==> config.mk <==
export PLATFORM = sky130hd
export DESIGN_NAME = acl_credit_flow_control_core
export DESIGN_NICKNAME = d
export VERILOG_FILES = /design/src/design/acf_pkg.sv /design/src/design/acl_credit_flow_control_core.sv /design/src/design/acf_search.sv
export VERILOG_INCLUDE_DIRS = /design/src /design/src/design
export SDC_FILE = /design/constraint.sdc
export NUM_CORES = 2
export LEC_CHECK = 0
export BUFFER_PORTS_ARGS = -buffer_cell sky130_fd_sc_hd__buf_4
export CAP_MARGIN = 15
export CORE_AREA = 4 4 412 414
export CTS_CLUSTER_DIAMETER = 200
export DETAILED_ROUTE_END_ITERATION = 7
export DIE_AREA = 0 0 416 418
export SETUP_SLACK_MARGIN = 0.05
export SLEW_MARGIN = 10
export SYNTH_ARGS = -nofsm -noshare
export SYNTH_HDL_FRONTEND = slang
export SYNTH_SLANG_ARGS = --single-unit
export TNS_END_PERCENT = 20
==> constraint.sdc <==
create_clock -name clk -period 8.3 [get_ports clk]
set_input_delay 0.415 -clock clk [delete_from_list [all_inputs] [get_ports clk]]
set_output_delay 0.415 -clock clk [all_outputs]
set_load 0.05 [all_outputs]
==> src/design/acl_credit_flow_control_core_macros.svh <==
// Assertion macros for the ACL credit flow control core.
// Included by the top level; empty bodies under SYNTHESIS.
`ifndef ACL_CREDIT_FLOW_CONTROL_CORE_MACROS_SVH
`define ACL_CREDIT_FLOW_CONTROL_CORE_MACROS_SVH
`ifndef SYNTHESIS
`define ACF_ASSERT_IMP(label, clk, rst_n, a, c, msg) \
    label: assert property (@(posedge clk) disable iff (!rst_n) (a) |-> (c)) else $error(msg);
`define ACF_ASSERT_NXT(label, clk, rst_n, a, c, msg) \
    label: assert property (@(posedge clk) disable iff (!rst_n) (a) |=> (c)) else $error(msg);
`else
`define ACF_ASSERT_IMP(label, clk, rst_n, a, c, msg)
`define ACF_ASSERT_NXT(label, clk, rst_n, a, c, msg)
`endif
`endif

==> src/design/acf_pkg.sv <==
// Shared types and constants for the ACL credit flow control core.
// No dependencies.
`default_nettype none
package acf_pkg;
    localparam int QUEUE_DEPTH = 16;
    localparam int PENDING_ENTRIES = 16;
    localparam int QW = $clog2(QUEUE_DEPTH);
    localparam int PW = $clog2(PENDING_ENTRIES);

    localparam logic [1:0] CMD_ENQ = 2'd0;
    localparam logic [1:0] CMD_DONE = 2'd1;
    localparam logic [1:0] CMD_CLEAR = 2'd2;

    localparam logic [2:0] ST_OK = 3'd0;
    localparam logic [2:0] ST_TOO_LONG = 3'd1;
    localparam logic [2:0] ST_FULL = 3'd2;
    localparam logic [2:0] ST_DISABLED = 3'd3;
    localparam logic [2:0] ST_UNKNOWN = 3'd4;
    localparam logic [2:0] ST_MISMATCH = 3'd5;
    localparam logic [2:0] ST_NONE = 3'd6;

    localparam logic [2:0] REG_ENABLE = 3'd0;
    localparam logic [2:0] REG_BR_LEN = 3'd1;
    localparam logic [2:0] REG_BR_PKTS = 3'd2;
    localparam logic [2:0] REG_LE_LEN = 3'd3;
    localparam logic [2:0] REG_LE_PKTS = 3'd4;

    typedef enum logic [3:0] {
        S_IDLE, S_SRCH, S_APPLY, S_STATUS, S_QRD, S_QCHK, S_PSRCH, S_PDEC, S_REL, S_DONE
    } state_t;

    // pending table search request and answer
    typedef struct packed {
        logic        start;
        logic [11:0] handle;
    } srch_req_t;

    typedef struct packed {
        logic          busy;
        logic          hit;
        logic [PW-1:0] hit_idx;
        logic          free_ok;
        logic [PW-1:0] free_idx;
    } srch_rsp_t;
endpackage
`default_nettype wire

==> src/design/acl_credit_flow_control_core.sv <==
// Credit gate for HCI ACL transmit. Each request answers with one status result, then one
// result per released packet, and tlast marks the final result of the request. A request
// holds the input from acceptance until ready again; when the queue is empty or the block
// is disabled, it runs the pending table search, then applies the command, loads the
// status, presents the final result and returns to idle. A queued packet whose pool has
// credit takes longer than one whose pool has none, since the shared search unit walks the
// pending table once more for its handle. Cycles with m_tready low add to this. Each
// result is held one step so that tlast lands on the true final one.
// Depends on acf_pkg, acf_search and the macros header.
`default_nettype none
`include "acl_credit_flow_control_core_macros.svh"
module acl_credit_flow_control_core (
    input  wire logic        clk,
    input  wire logic        rst_n,
    input  wire logic        cfg_we,
    input  wire logic [2:0]  cfg_index,
    input  wire logic [15:0] cfg_data,
    input  wire logic        s_tvalid,
    output logic             s_tready,
    // cmd[1:0] packet_tag[9:2] conn_handle[21:10] link_kind[22] payload_len[38:23]
    // done_count[54:39], zero fill to 56
    input  wire logic [55:0] s_tdata,
    output logic             m_tvalid,
    input  wire logic        m_tready,
    // result_kind[0] status_code[3:1] out_tag[11:4] out_handle[23:12] out_link_kind[24]
    output logic [31:0]      m_tdata,
    output logic             m_tlast
);
    localparam int PE = acf_pkg::PENDING_ENTRIES;
    localparam int QD = acf_pkg::QUEUE_DEPTH;
    localparam int QW = acf_pkg::QW;

    logic        en_reg;
    logic [15:0] brlen_reg, brpk_reg, lelen_reg, lepk_reg;
    logic [15:0] brif_reg, leif_reg, fb_reg, fl_reg;

    logic [20:0]   q_mem [QD];
    logic [20:0]   qrd_reg;
    logic [QW:0]   fill_reg, ri_reg, wi_reg;

    logic [PE-1:0] pv_reg;
    logic [11:0]   ph_reg [PE];
    logic          pk_reg [PE];
    logic [15:0]   pc_reg [PE];

    acf_pkg::state_t st_reg, st_next;
    logic [55:0] in_reg;
    logic [2:0]  status_next;
    logic [24:0] hold_reg;
    logic        rel_kind_reg;

    acf_pkg::srch_req_t sreq;
    acf_pkg::srch_rsp_t srsp;

    acf_search u_srch (.clk, .rst_n, .req(sreq), .valid(pv_reg), .handles(ph_reg), .rsp(srsp));

    logic [1:0]  i_cmd;
    logic [7:0]  i_tag;
    logic [11:0] i_h;
    logic        i_kind;
    logic [15:0] i_len, i_done;
    logic        le_av;
    logic [15:0] mtu;
    logic        enq_ok;
    assign i_cmd = in_reg[1:0];
    assign i_tag = in_reg[9:2];
    assign i_h = in_reg[21:10];
    assign i_kind = in_reg[22];
    assign i_len = in_reg[38:23];
    assign i_done = in_reg[54:39];
    assign le_av = (lelen_reg != 16'd0) && (lepk_reg != 16'd0);
    assign mtu = (i_kind && le_av) ? lelen_reg : brlen_reg;
    assign enq_ok = en_reg && (i_len <= mtu) && (fill_reg < (QW+1)'(QD));

    logic use_le, scan_more, rel_ok;
    assign use_le = qrd_reg[20] && le_av;
    assign scan_more = en_reg && (ri_reg < fill_reg);
    assign rel_ok = srsp.hit ? (pc_reg[srsp.hit_idx] != 16'hFFFF) : srsp.free_ok;

    // next state
    always_comb
    begin
        st_next = st_reg;
        unique case (st_reg)
            acf_pkg::S_IDLE:   if (s_tvalid) st_next = acf_pkg::S_SRCH;
            acf_pkg::S_SRCH:   if (!srsp.busy) st_next = acf_pkg::S_APPLY;
            acf_pkg::S_APPLY:  st_next = acf_pkg::S_STATUS;
            acf_pkg::S_STATUS: st_next = scan_more ? acf_pkg::S_QRD : acf_pkg::S_DONE;
            acf_pkg::S_QRD:    st_next = acf_pkg::S_QCHK;
            acf_pkg::S_QCHK:
                if ((use_le ? fl_reg : fb_reg) != 16'd0) st_next = acf_pkg::S_PSRCH;
                else st_next = acf_pkg::S_PDEC;
            acf_pkg::S_PSRCH:  if (!srsp.busy) st_next = acf_pkg::S_PDEC;
            acf_pkg::S_PDEC:   st_next = acf_pkg::S_REL;
            acf_pkg::S_REL:
                if (!rel_kind_reg || m_tready)
                    st_next = scan_more ? acf_pkg::S_QRD : acf_pkg::S_DONE;
            acf_pkg::S_DONE:   if (m_tready) st_next = acf_pkg::S_IDLE;
            default:           st_next = acf_pkg::S_IDLE;
        endcase
    end

    // outputs
    always_comb
    begin
        s_tready = (st_reg == acf_pkg::S_IDLE);
        sreq.start = 1'b0;
        sreq.handle = i_h;
        m_tvalid = 1'b0;
        m_tdata = '0;
        m_tlast = 1'b0;
        unique case (st_reg)
            acf_pkg::S_IDLE:
            begin
                // in_reg loads at the accepting edge, so search on the live handle
                sreq.start = s_tvalid;
                sreq.handle = s_tdata[21:10];
            end
            acf_pkg::S_QCHK:
            begin
                sreq.start = (use_le ? fl_reg : fb_reg) != 16'd0;
                sreq.handle = qrd_reg[19:8];
            end
            acf_pkg::S_REL:
            begin
                // a new release pushes out the held result
                m_tvalid = rel_kind_reg;
                m_tdata = {7'd0, hold_reg};
            end
            acf_pkg::S_DONE:
            begin
                m_tvalid = 1'b1;
                m_tdata = {7'd0, hold_reg};
                m_tlast = 1'b1;
            end
            default: ;
        endcase
    end

    logic [15:0] pcnt;
    logic [15:0] credit;
    logic        hk;
    assign pcnt = pc_reg[srsp.hit_idx];
    assign hk = pk_reg[srsp.hit_idx];
    assign credit = (st_reg == acf_pkg::S_APPLY && i_cmd == acf_pkg::CMD_CLEAR) ? pcnt :
                    ((pcnt < i_done) ? pcnt : i_done);

    always_comb
    begin
        status_next = acf_pkg::ST_OK;
        unique case (i_cmd)
            acf_pkg::CMD_ENQ:
                if (!en_reg) status_next = acf_pkg::ST_DISABLED;
                else if (i_len > mtu) status_next = acf_pkg::ST_TOO_LONG;
                else if (fill_reg >= (QW+1)'(QD)) status_next = acf_pkg::ST_FULL;
            acf_pkg::CMD_DONE:
                if (!srsp.hit) status_next = acf_pkg::ST_UNKNOWN;
                else if (pcnt < i_done) status_next = acf_pkg::ST_MISMATCH;
            acf_pkg::CMD_CLEAR:
                if (!srsp.hit) status_next = acf_pkg::ST_NONE;
            default: ;
        endcase
    end

    always_ff @(posedge clk or negedge rst_n)
    begin
        if (!rst_n)
        begin
            st_reg <= acf_pkg::S_IDLE;
            en_reg <= 1'b0;
            brlen_reg <= '0;
            brpk_reg <= '0;
            lelen_reg <= '0;
            lepk_reg <= '0;
            brif_reg <= '0;
            leif_reg <= '0;
            fill_reg <= '0;
            pv_reg <= '0;
            ri_reg <= '0;
            wi_reg <= '0;
            rel_kind_reg <= 1'b0;
        end
        else
        begin
            st_reg <= st_next;
            if (cfg_we)
            begin
                unique case (cfg_index)
                    acf_pkg::REG_ENABLE:  en_reg <= cfg_data[0];
                    acf_pkg::REG_BR_LEN:  brlen_reg <= cfg_data;
                    acf_pkg::REG_BR_PKTS: brpk_reg <= cfg_data;
                    acf_pkg::REG_LE_LEN:  lelen_reg <= cfg_data;
                    acf_pkg::REG_LE_PKTS: lepk_reg <= cfg_data;
                    default: ;
                endcase
            end
            unique case (st_reg)
                acf_pkg::S_APPLY:
                begin
                    if (i_cmd == acf_pkg::CMD_ENQ && enq_ok)
                        fill_reg <= fill_reg + 1'b1;
                    if ((i_cmd == acf_pkg::CMD_DONE || i_cmd == acf_pkg::CMD_CLEAR) && srsp.hit)
                    begin
                        if (hk && le_av)
                            leif_reg <= (leif_reg > credit) ? leif_reg - credit : 16'd0;
                        else
                            brif_reg <= (brif_reg > credit) ? brif_reg - credit : 16'd0;
                        if (i_cmd == acf_pkg::CMD_CLEAR || pcnt == credit)
                            pv_reg[srsp.hit_idx] <= 1'b0;
                    end
                    ri_reg <= '0;
                    wi_reg <= '0;
                end
                acf_pkg::S_QRD: ri_reg <= ri_reg + 1'b1;
                acf_pkg::S_QCHK: rel_kind_reg <= 1'b0;
                acf_pkg::S_PDEC:
                begin
                    if (srsp.free_ok || srsp.hit)
                        if (rel_ok && ((use_le ? fl_reg : fb_reg) != 16'd0))
                        begin
                            rel_kind_reg <= 1'b1;
                            if (!srsp.hit) pv_reg[srsp.free_idx] <= 1'b1;
                            if (use_le) leif_reg <= leif_reg + 1'b1;
                            else brif_reg <= brif_reg + 1'b1;
                        end
                end
                acf_pkg::S_REL:
                begin
                    if (!rel_kind_reg) wi_reg <= wi_reg + 1'b1;
                    if (st_next != acf_pkg::S_REL && !scan_more) fill_reg <= rel_kind_reg ?
                        wi_reg : wi_reg + 1'b1;
                end
                acf_pkg::S_STATUS:
                    if (en_reg && !scan_more) fill_reg <= '0;
                default: ;
            endcase
        end
    end

    // payload registers
    always_ff @(posedge clk)
    begin
        if (st_reg == acf_pkg::S_IDLE && s_tvalid) in_reg <= s_tdata;
        if (st_reg == acf_pkg::S_APPLY)
        begin
            hold_reg <= {21'd0, status_next, 1'b0};
            unique case (i_cmd)
                acf_pkg::CMD_ENQ:
                    if (enq_ok) q_mem[fill_reg[QW-1:0]] <= {i_kind, i_h, i_tag};
                acf_pkg::CMD_DONE:
                    if (srsp.hit) pc_reg[srsp.hit_idx] <= pcnt - credit;
                acf_pkg::CMD_CLEAR:
                    if (srsp.hit) pc_reg[srsp.hit_idx] <= '0;
                default: ;
            endcase
        end
        if (st_reg == acf_pkg::S_STATUS)
        begin
            fb_reg <= (brpk_reg > brif_reg) ? brpk_reg - brif_reg : 16'd0;
            fl_reg <= (lepk_reg > leif_reg) ? lepk_reg - leif_reg : 16'd0;
        end
        if (st_reg == acf_pkg::S_QRD) qrd_reg <= q_mem[ri_reg[QW-1:0]];
        if (st_reg == acf_pkg::S_PDEC && rel_ok && (srsp.free_ok || srsp.hit) &&
            ((use_le ? fl_reg : fb_reg) != 16'd0))
        begin
            if (use_le) fl_reg <= fl_reg - 1'b1;
            else fb_reg <= fb_reg - 1'b1;
            if (srsp.hit) pc_reg[srsp.hit_idx] <= pcnt + 1'b1;
            else
            begin
                ph_reg[srsp.free_idx] <= qrd_reg[19:8];
                pk_reg[srsp.free_idx] <= qrd_reg[20];
                pc_reg[srsp.free_idx] <= 16'd1;
            end
        end
        // hold the new release until the next result or the end of the scan
        if (st_reg == acf_pkg::S_REL && rel_kind_reg && m_tready)
            hold_reg <= {qrd_reg[20], qrd_reg[19:8], qrd_reg[7:0], 3'd0, 1'b1};
        // compact: keep an unsent packet at the write slot
        if (st_reg == acf_pkg::S_REL && !rel_kind_reg) q_mem[wi_reg[QW-1:0]] <= qrd_reg;
    end

    `ACF_ASSERT_IMP(a_fill_max, clk, rst_n, 1'b1, fill_reg <= (QW+1)'(QD), "queue overfilled")
    `ACF_ASSERT_NXT(a_accept_busy, clk, rst_n, s_tvalid && s_tready, !s_tready, "ready after accept")
    `ACF_ASSERT_IMP(a_wr_le_rd, clk, rst_n, st_reg == acf_pkg::S_REL, wi_reg < ri_reg, "compact order")
endmodule
`default_nettype wire

==> src/design/acf_search.sv <==
// Sequential search of pending table valid/handle, one entry per cycle.
// Depends on acf_pkg.
`default_nettype none
module acf_search (
    input  wire logic                clk,
    input  wire logic                rst_n,
    input  acf_pkg::srch_req_t       req,
    input  wire logic [acf_pkg::PENDING_ENTRIES-1:0] valid,
    input  wire logic [11:0]         handles [acf_pkg::PENDING_ENTRIES],
    output acf_pkg::srch_rsp_t       rsp
);
    logic [acf_pkg::PW:0]   idx_reg, idx_next;
    logic                   busy_reg, busy_next;
    logic                   hit_reg, hit_next;
    logic [acf_pkg::PW-1:0] hidx_reg, hidx_next;
    logic                   fok_reg, fok_next;
    logic [acf_pkg::PW-1:0] fidx_reg, fidx_next;
    logic [11:0]            h_reg, h_next;
    logic [acf_pkg::PW-1:0] cur;

    assign cur = idx_reg[acf_pkg::PW-1:0];

    always_comb
    begin
        idx_next = idx_reg;
        busy_next = busy_reg;
        hit_next = hit_reg;
        hidx_next = hidx_reg;
        fok_next = fok_reg;
        fidx_next = fidx_reg;
        h_next = h_reg;
        if (req.start)
        begin
            idx_next = '0;
            busy_next = 1'b1;
            hit_next = 1'b0;
            fok_next = 1'b0;
            h_next = req.handle;
        end
        else if (busy_reg)
        begin
            if (valid[cur] && handles[cur] == h_reg && !hit_reg)
            begin
                hit_next = 1'b1;
                hidx_next = cur;
            end
            if (!valid[cur] && !fok_reg)
            begin
                fok_next = 1'b1;
                fidx_next = cur;
            end
            idx_next = idx_reg + 1'b1;
            if (idx_reg == (acf_pkg::PW+1)'(acf_pkg::PENDING_ENTRIES - 1))
                busy_next = 1'b0;
        end
    end

    always_ff @(posedge clk or negedge rst_n)
    begin
        if (!rst_n)
        begin
            busy_reg <= 1'b0;
            idx_reg <= '0;
            hit_reg <= 1'b0;
            fok_reg <= 1'b0;
        end
        else
        begin
            busy_reg <= busy_next;
            idx_reg <= idx_next;
            hit_reg <= hit_next;
            fok_reg <= fok_next;
        end
    end

    always_ff @(posedge clk)
    begin
        hidx_reg <= hidx_next;
        fidx_reg <= fidx_next;
        h_reg <= h_next;
    end

    assign rsp.busy = busy_reg | req.start;
    assign rsp.hit = hit_reg;
    assign rsp.hit_idx = hidx_reg;
    assign rsp.free_ok = fok_reg;
    assign rsp.free_idx = fidx_reg;
endmodule
`default_nettype wire

# Yosys cells after proc, flatten, opt, wreduce, memory -nomap -nowiden
# Memory sizes are Yosys's and may differ from the RTL's. A register that Yosys moved wholly into a read port is not among the register bits.
# Index checks and enable logic that the tools add are counted.
# Widths: inputs -> output; s select.
# classes
n_bitwise	10
magnitude_cmp	18
eq_ne	32
n_addsub	14
reduce_logical	68
muxes	115
# op_table
op	count
$mux 16	32
$bwmux 192	1
$pmux 16 s2	3
$gt 16x16->1	5
$sub 16x16->16	5
$mux 25	3
$add 16x1->16 const B	3
$bmux 12 s4	1
$demux 12 s4	1
$reduce_bool 16->1	3
$mux 4	10
$pmux 4 s10	1
$mux 1	37
$mux 12	3
$sub 16x1->16 const B	2
$mux 5	6
$logic_and 1x1->1	26
$pmux 13 s2	1
$ne 2x2->1 const B	12
$mux 21	1
$reduce_or 21->1	1
$add 5x1->5 const B	4
$pmux 5 s2	2
$reduce_and 6->1	3
other kinds (47)	91
# word_totals
input_bits	80
n_memories	3
output_inout_bits	35
ram_bits	608
wordCells	301
reg_bits	465
# mem_list
name	depth	word_bits	rd	rd_clocked_by_memory_dff	write_ports	line	text
q_mem	16	21	1	1	1	acl_credit_flow_control_core.sv:37	logic [20:0] q_mem [QD];
pc_reg	16	16	1	1	1	acl_credit_flow_control_core.sv:44	logic [15:0] pc_reg [PE];
pk_reg	16	1	1	1	1	acl_credit_flow_control_core.sv:43	logic pk_reg [PE];

# Logic depth before layout (Yosys ltp)
# logic_depth
depth_word	13
mapped_depth	30
ltp_nobuf	25

# Cells and area by module
# Synthesis repeated with hierarchy kept, for this count alone.
# hier_totals
cells_unflattened	3313
hier_area_um2	49839.0
# modules_own_cells
mod	instances	seq_area_each_um2	cells_each	area_per_inst_um2
acl_credit_flow_control_core	1	30984.7	3119	46991.3
acf_search	1	800.8	194	2847.7

# Least setup slack after synthesis
# Ideal clock, no wire load.
# synth_timing
path_kind	flip-flop to flip-flop
from	register (tool-made name)
to	memory pc_reg[0][12] (data pin)
synth_period_minus_slack_ns	7.148
slack_ns	1.152
setup_ns	0.294
path_stages_with_launch	30
path_buffers	6
t_arrival_ns	6.854
t_required_ns	8.006
cell_sequence	dfxtp_1 -> buf_6 -> buf_8 -> buf_6 -> buf_2 -> mux4_2 -> mux4_2 -> ha_1 -> nand4_1 -> nor3_1 -> nand2_1 -> or4_4 -> buf_4 -> nand2_1 -> clkbuf_1 -> o21ai_0 -> ha_1 -> inv_1 -> ha_1 -> a2111oi_2 -> o21ai_1 -> a21oi_1 -> a211oi_1 -> nor2_1 -> o21a_1 -> o41ai_2 -> a21o_1 -> a21oi_1 -> xor2_1 -> o22ai_1
# synth_lines
element	line
to (decl)	acl_credit_flow_control_core.sv:44

==> results_dict.tcl <==
set metrics [dict create \
    numPortBuffers 106 \
    syn_area_per_cell_um2 15.2 \
    share_of_post_route_cells_with_drive_strength_above_1_pct 22.5 \
    max_freq_mhz 133 \
    dp_hpwl_um 82200 \
    timing.critical_path.mode_cell "ha_1" \
    num_vias 29200 \
    cp-end-kind "flop" \
    r2r_cells 24 \
    wl_met2_um 63500 \
    share_of_flip_flops_with_an_asynchronous_set_or_reset_pct 12.8 \
    critical_path.n_buffers_inverters 2 \
    clock_insertion_delay_worst_skew_ns 0.73 \
    worst-endpoint-arrival_ns 7.91 \
    cp.required_ns 8.68 \
    cts_max_path_buffers 3 \
    post-cts-setup-buffers 0 \
    timing.setup.tns_ns 0 \
    route.met3.wl_um 6090 \
    report.final.slew_viol_count 0 \
    min_delay_worst_endpoint "brpk_reg[14]" \
    synth_enable_flop_cells 917 \
    grt_start_max_net_pins 82 \
    final_hold_viol_count 0 \
    wl_um 127000 \
    row_count 150 \
    ys_seq_elements 1098 \
    coreArea_mm2 0.166 \
    synth_cells 3252 \
    die_y_um 418 \
    predominant_post_synthesis_flop_cell "edfxtp_1" \
    synth-warning-count 0 \
    hold_slack_ns 0.0497 \
    yosys-top-cells-area "edfxtp_1 56%, mux4_2 11%, dfrtp_1 7.1%" \
    finalNetCount 3695 \
    timing.critical_path.fanout_max 19 \
    via_per_inst 5.03 \
    startpoint_type "flop" \
    finalCriticalPeriod_ns 7.53 \
    netlist-cell-type-count 108 \
    rrSetupSlack_ns 0.77 \
    worst_pin_slew_ns 1.10 \
    wirelength_met1_um 53500 \
    number_of_global_route_vias_before_repair 29500 \
    die_area_mm2 0.174 \
    num_io_pins 115 \
    layout_worst_path_cycle_share_pct 90.8 \
    cts_max_level 3 \
    maxUsedRoutingLayer "met4" \
    status "finished, final reports clean" \
    cpLargestDelayFamily "compound AO/OA/AOI/OAI gates" \
    die-width_um 416 \
    hold_path.startpoint "cfg_data[14]" \
    yosys.area.top_type_share_pct 55.5 \
    track_usage_pct 14.4 \
    clock_sink_count 1098 \
    slowest_delay_ns 0.81 \
    clock_tree_from_tritoncts "yes" \
    synth_largest_area_cell "edfxtp_1" \
    powerDensity_mw_per_mm2 285 \
    worst_setup_hold_path_clk_slew_ns 0.06 \
    detail_route.wl_per_cell_um 22.0 \
    ctsHoldBuffers 68 \
    synth_seq_area_share_pct 64.3 \
    fillerInstances 15900 \
    clk_root_buffer_cell "clkbuf_16" \
    timing.rr.end "pc_reg[1][12]" \
    timing.critical_path.cells "buf_4, mux4_2, mux4_2, ha_1, nand4_1, nor3_1, nand2_1, or4_4, nand2_1, o21ai_0, ha_1, inv_1, ha_1, a2111oi_2, o21ai_1, a21oi_1, a211oi_1, nor2_1, o21a_1, o41ai_2, a21o_1, a21oi_1, xor2_1, o22ai_1" \
    startpoint_to_endpoint_class_of_the_critical_path "reg -> reg" \
    ant_nets 0 \
    holdCritPathClass "in -> reg" \
    place_congestion 0.860 \
    total_clock_buffers_created_by_cts 113 \
    worst_slew_margin_rel_pct 26.9 \
    power.ir.vdd_worst_mv 0.183 \
    grt_setup_unrepaired "no" \
    timing.final.setup_violations 0 \
    whs_path_depth 2 \
    grt_first_pass_wirelength_um 191000 \
    grt_antenna_before_repair 9 \
    post-route-drc-count 0 \
    globalRouteOverflowTotal 0 \
    start_util_pct 29.8 \
    number_of_optimization_iterations_in_the_first_detailed_route_pass 6 \
    netlist_area_pre_place_mm2 0.0496 \
    flip_flop_count_of_the_largest_register_after_layout 336 \
    setup_skew_ns 0.0624 \
    critical-path-slowest-cell "o22ai_1" \
    initialDrtViolationCount 2706 \
    area_growth_pct 16.7 \
    post_cts.resized_instances 0 \
    leakage_power_uw 0.0198 \
    maxCapViolations 0 \
]
## cell families (layout without fill, tap and decap cells)
family / count (synthesis) / after routing / share of synthesized area (%)
xor+xnor: 106 / 106 / 1.87
buf+inv: 268 / 603 / 2.33
other cells: 1 / 10 / 0.00756
simple gates: 783 / 783 / 7.64
flops: 1098 / 1098 / 64.3
mux: 343 / 343 / 13.4
compound gates: 528 / 528 / 7.30
fa+ha+maj: 125 / 125 / 3.14
## cell usage after synthesis (all sizes together), types with 9 or more instances
cell type / count
dfxtp: 40
o21a: 9
ha: 111
clkbuf: 91
o311ai: 11
buf: 66
o221ai: 13
o22ai: 22
nor3: 45
nand2b: 19
xnor2: 69
edfxtp: 917
o211ai: 12
and2: 37
mux2i: 21
a21oi: 114
o31ai: 13
xor2: 37
nor2b: 17
inv: 108
maj3: 12
mux2: 71
a211oi: 12
a221oi: 15
nand2: 277
a31oi: 22
a21boi: 11
a21o: 40
nand4: 32
mux4: 251
nand3: 59
dfrtp: 141
and3: 42
nor4: 27
nor2: 177
or3: 14
a22oi: 30
o21ai: 129
## where the power goes
group          internal (uW)  switching (uW)  total (uW)
Combinational           1700            2370        4070
Clock                   2900            2180        5080
Sequential              6830             501        7330
## worst register-to-register path, cell delays in order, from the launching register on
cell       delay, ns
dfxtp_4         0.38
buf_4           0.36
mux4_2          0.58
mux4_2          0.61
ha_1            0.39
nand4_1         0.11
nor3_1          0.27
nand2_1         0.17
or4_4           0.66
nand2_1         0.17
o21ai_0         0.14
ha_1            0.25
inv_1           0.08
ha_1            0.24
a2111oi_2       0.07
o21ai_1         0.19
a21oi_1         0.09
a211oi_1        0.37
nor2_1          0.09
o21a_1          0.20
o41ai_2         0.53
a21o_1          0.19
a21oi_1         0.07
xor2_1          0.16
o22ai_1         0.81
## per-stage QoR
| stage | cell area [um^2] | setup WS, ns | total power, uW | instances | utilization, % |
|---|---|---|---|---|---|
| 6_report | 57900 | 0.766 | 16500 | 5800 | 34.8 |
| 4_1_cts | 57800 | 0.762 | 16600 | 5793 | 34.8 |
| 2_1_floorplan | 49600 | 1.15 | 10100 | 3258 | - |
| 3_3_place_gp | 53400 | 0.785 | 11400 | 5519 | 32.1 |
| 3_5_place_dp | 53400 | 0.760 | 11500 | 5519 | 32.1 |
| 5_1_grt | 57900 | 0.182 | 17300 | 5799 | 34.8 |
## cells in the final DEF, fill, tap and decap left out, types with 71 or more instances in the layout
cell type  synthesis  layout
dfrtp_1          141     135
mux4_2           251     251
edfxtp_1         917     917
clkbuf_16          0     113
inv_1            103     102
buf_4             13     213
ha_1             111     111
nor2_1           174     139
nand2_1          275     275
o21ai_0          107     106
mux2_2            71      71
a21oi_1          111     111
## metal layers
metal  global-route usage (%)  vias to the layer above
met4                     5.22                        0
met3                     1.76                      184
met1                     18.9                    14900
li1                         -                    13300
met5                        0                        -
met2                     24.7                      817
## area by class of cell
type / instances / area (um^2) / area share [%]
Antenna cell: 3 / 7.51 / 0.0130
Tap cell: 2204 / 2760 / 4.77
Timing Repair Buffer: 286 / 2360 / 4.08
Multi-Input combinational cell: 1892 / 16700 / 28.9
Sequential cell: 1098 / 31900 / 55.1
Clock inverter: 62 / 766 / 1.32
Inverter: 111 / 423 / 0.731
Clock buffer: 144 / 2940 / 5.09
## worst max path at each step
stage                           to  slack, ns  depth (start not counted)
finish               pc_reg[1][12]       0.77                         24
global route         pc_reg[0][12]       0.18                         24
CTS                 pc_reg[12][12]       0.76                         24
detailed placement  pc_reg[12][12]       0.76                         24
global placement    pc_reg[14][12]       0.78                         24
floorplan            pc_reg[0][12]       1.15                         29
Note: power is estimated with default switching activity, not from simulation.
